===== src/ffd_lattice_warp_assert.svh =====
// ---------------------------------------------------------------------------
// Assertion macros for the lattice warp block
// Small wrappers that keep the checks at the end of each module short.
// ---------------------------------------------------------------------------
`ifndef FFD_LATTICE_WARP_ASSERT_SVH
`define FFD_LATTICE_WARP_ASSERT_SVH

// Check that a condition implies another on the same edge.
`define FFD_ASSERT_IMP(lbl, clk, rstn, a, b) \
  lbl: assert property (@(posedge clk) disable iff (!rstn) (a) |-> (b)) \
    else $error("%m: check failed");

// Check that a condition implies another on the next edge.
`define FFD_ASSERT_NXT(lbl, clk, rstn, a, b) \
  lbl: assert property (@(posedge clk) disable iff (!rstn) (a) |=> (b)) \
    else $error("%m: check failed");

`endif


===== src/ffd_ram.sv =====
// ---------------------------------------------------------------------------
// Generic RAM
// One write port, one registered read port.
// ---------------------------------------------------------------------------
module ffd_ram #(
  parameter int Width = 32,
  parameter int Depth = 64
) (
  input  logic                     clk,
  input  logic                     we,
  input  logic [$clog2(Depth)-1:0] waddr,
  input  logic [Width-1:0]         wdata,
  input  logic [$clog2(Depth)-1:0] raddr,
  output logic [Width-1:0]         rdata
);
  logic [Width-1:0] mem [Depth];
  always_ff @(posedge clk) begin
    if (we) mem[waddr] <= wdata;
    rdata <= mem[raddr];
  end
endmodule


===== config.mk =====
export PLATFORM = sky130hd
export DESIGN_NAME = ffd_ram
export DESIGN_NICKNAME = d
export VERILOG_FILES = /design/src/ffd_lattice_warp_assert.svh /design/src/ffd_ram.sv
export SDC_FILE = /design/constraint.sdc
export NUM_CORES = 2
export LEC_CHECK = 0
export BUFFER_PORTS_ARGS = -buffer_cell sky130_fd_sc_hd__buf_4
export CORE_ASPECT_RATIO = 1.25
export CORE_UTILIZATION = 40
export CTS_CLUSTER_DIAMETER = 60
export DETAILED_ROUTE_END_ITERATION = 7
export SETUP_SLACK_MARGIN = 0.4
export SYNTH_ARGS = -nofsm -noshare
export SYNTH_HDL_FRONTEND = slang
export SYNTH_SLANG_ARGS = --single-unit

===== constraint.sdc =====
create_clock -name clk -period 3.9 [get_ports clk]
set_input_delay 0.39 -clock clk [delete_from_list [all_inputs] [get_ports clk]]
set_output_delay 0.39 -clock clk [all_outputs]
set_load 0.03 [all_outputs]

==> reports/metrics.yaml <==
tritoncts: "done"
start_util_pct: 40.31
fin_nets: 3659
grt_use_total_pct: 20.72
stdcell_area_mm2: 0.09018
relSlewSlack_pct: 35.13
cpPeakStageDelay_ns: 0.64
final_common_cell: "edfxtp_1"
yosysWarnings: 0
dpl.hpwl_um: 115600
grt-ovfl-total: 0
cts_resized: 0
drt_iter0_drc: 4047
cp_data_arrival_time_ns: 3.24
ctsHoldBuffers: 0
cp_max_fo: 45
cp_slowest_cell: "o22ai_1"
outcome: "complete, no violations"
die_w_um: 398.3
synth_nets: 3370
grt_pass1_vias: 38120
placed_area_mm2: 0.08382
cts_root_buffer: "clkbuf_16"
ys_top_cells_by_area: "edfxtp_1 78%, mux4_2 16%, mux2i_1 1.2%, dfxtp_1 0.82%, o22ai_1 0.67%"
setup_tns_ns: 0
grt_pass1_wl_um: 288700
start_kind: "input port"
drt-pass1-iter-count: 5
num_vias: 36940
die_h_um: 497.3
io_pins: 78
synth_cell_types: 34
period_minus_slack_ns: 2.597
period_share_pct: 66.59
via_per_inst: 5.815
ir_drop_v: 0.0005201
synth_top_area_share_pct: 78.33
syn_area_mm2: 0.07852
grt_max_degree: 67
fin_skew_ns: 0.03186
power_mw: 46.20
cts-buffers-inserted: 197
io_buffers: 77
clk_latency_ns: 0.84
crit_top_cell: "mux4_2"
synthCells: 3324
drt_wl_total_um: 203800
ant_nets: 0
end_kind: "register"
clk_pin_slew_ns: 0.06
maxSlewViolCount: 0
synth-seq-cells: 2080
hp-class: "input port to register"
drive_gt1_share_pct: 30.98
worstPathCellList: "buf_8 > buf_4 > mux4_2 > mux4_2 > o22ai_1 > nor2_1"
finish.utilization_pct: 46.30
cap_violations: 0
core_area_mm2: 0.1948
timing.hold.ws_ns: 0.07905
p_leak_nw: 27.97
clock_path_buffers: 3
required_ns: 4.54
routedWlPerCell_um: 32.08
synth.largest_area_cell: "edfxtp_1"
hold_viol: 0
p_per_area_mw_per_mm2: 512.4
die_area_mm2: 0.1981
critical_path_class: "input port to register"
routabilityCongestion: 0.7734
setup_viol: 0
worstMarginPinSlew_ns: 0.9731
rsz0062_at_grt: "no"
route.detailed.drc: 0
row_count: 181
final_cell_mix: "2048 x edfxtp_1, 544 x mux4_2, 234 x buf_4, 200 x clkbuf_16, 93 x mux2i_1"
cts_htree_levels: 4
max_freq_ghz: 0.3850
cts_setup_buffers: 0
synth_area_per_cell_um2: 23.62
antenna_found_initial: 17
seq_area_frac_synth_pct: 79.14
cts.sinks: 2080
areaGrowthSynthToFinish_pct: 14.85
==> flip-flops by register name, summed over array words and instances, names as in the netlist <==
signal / cells
mem: 2048
rdata: 32
==> Yosys cell counts, drive strengths merged <==
library cell / n
o22ai: 84
and3: 4
a311oi: 8
or3: 3
nor2: 137
buf: 108
nand4: 2
o32ai: 4
nor3: 7
a21oi: 62
clkbuf: 74
or2: 3
mux2i: 93
nand3b: 5
nand2: 26
a41o: 4
and2: 2
or3b: 5
a31oi: 1
nand4b: 1
edfxtp: 2048
o221ai: 27
mux4: 544
nand3: 5
nor2b: 15
dfxtp: 32
nand2b: 8
a22oi: 12
==> worst max-delay path, delay by kind of cell <==
kind | cells | cell delay, ns
and+or+nand+nor | 1 | 0.31
AOI/OAI and AO/OA | 1 | 0.64
muxes | 2 | 0.89
buffers and inverters | 2 | 0.88
==> stage by stage <==
step | instances | setup WS (ns)
after detailed placement | 5976 | 0.5021
after global routing | 6346 | 1.358
final | 6352 | 1.303
after CTS | 6345 | 1.379
after global placement | 5976 | 0.4852
after floorplan | 3324 | 0.8581
==> cells by family (layout without fill, tap and decap cells) <==
kind of cell,Yosys count,count (layout),synth area share [%]
flops,2080,2080,79.14
mux,637,637,16.79
simple gates,223,223,1.265
compound gates,202,202,1.673
buf+inv,182,641,1.128
other cells,0,7,0
==> worst paths after layout <==
kind                    start    endpoint  slack [ns]  depth (start not counted)
hold reg to reg   mem[12][20]   rdata[20]        0.73                          4
hold / removal       wdata[0]  mem[26][0]        0.08                          1
setup reg to reg   mem[32][0]    rdata[0]        1.42                          4
setup / recovery     raddr[1]    rdata[0]        1.30                          6
==> area by class of cell <==
class | instances | area, um^2
fillers | 15890 | 104600
well taps | 2562 | 3206
flip-flops and latches | 2080 | 62140
repair buffers | 272 | 2494
diodes | 7 | 17.52
clock inverters | 129 | 1135
clock buffers | 240 | 5205
multi-input cells | 1062 | 15980
==> routing by layer <==
| metal | up-vias | global-route usage [%] | routed length [um] | part of all wire (%) |
|---|---|---|---|---|
| met3 | 278 | 3.454 | 13260 | 6.5 |
| met5 | - | 0 | 113 | 0.055 |
| met1 | 20400 | 27.78 | 81560 | 40 |
| li1 | 14870 | - | - | - |
| met4 | 18 | 5.823 | 4924 | 2.4 |
| met2 | 1375 | 34.86 | 103900 | 51 |
==> report_power, final <==
| group | total (mW) | internal, mW | switching, mW | leakage [nW] |
|---|---|---|---|---|
| clock | 18.9 | 10.6 | 8.29 | 3.10 |
| sequential | 24.9 | 24.7 | 0.116 | 18.7 |
| combinational | 2.41 | 0.916 | 1.49 | 6.17 |
No activity file was read; power rests on OpenSTA's default activity.
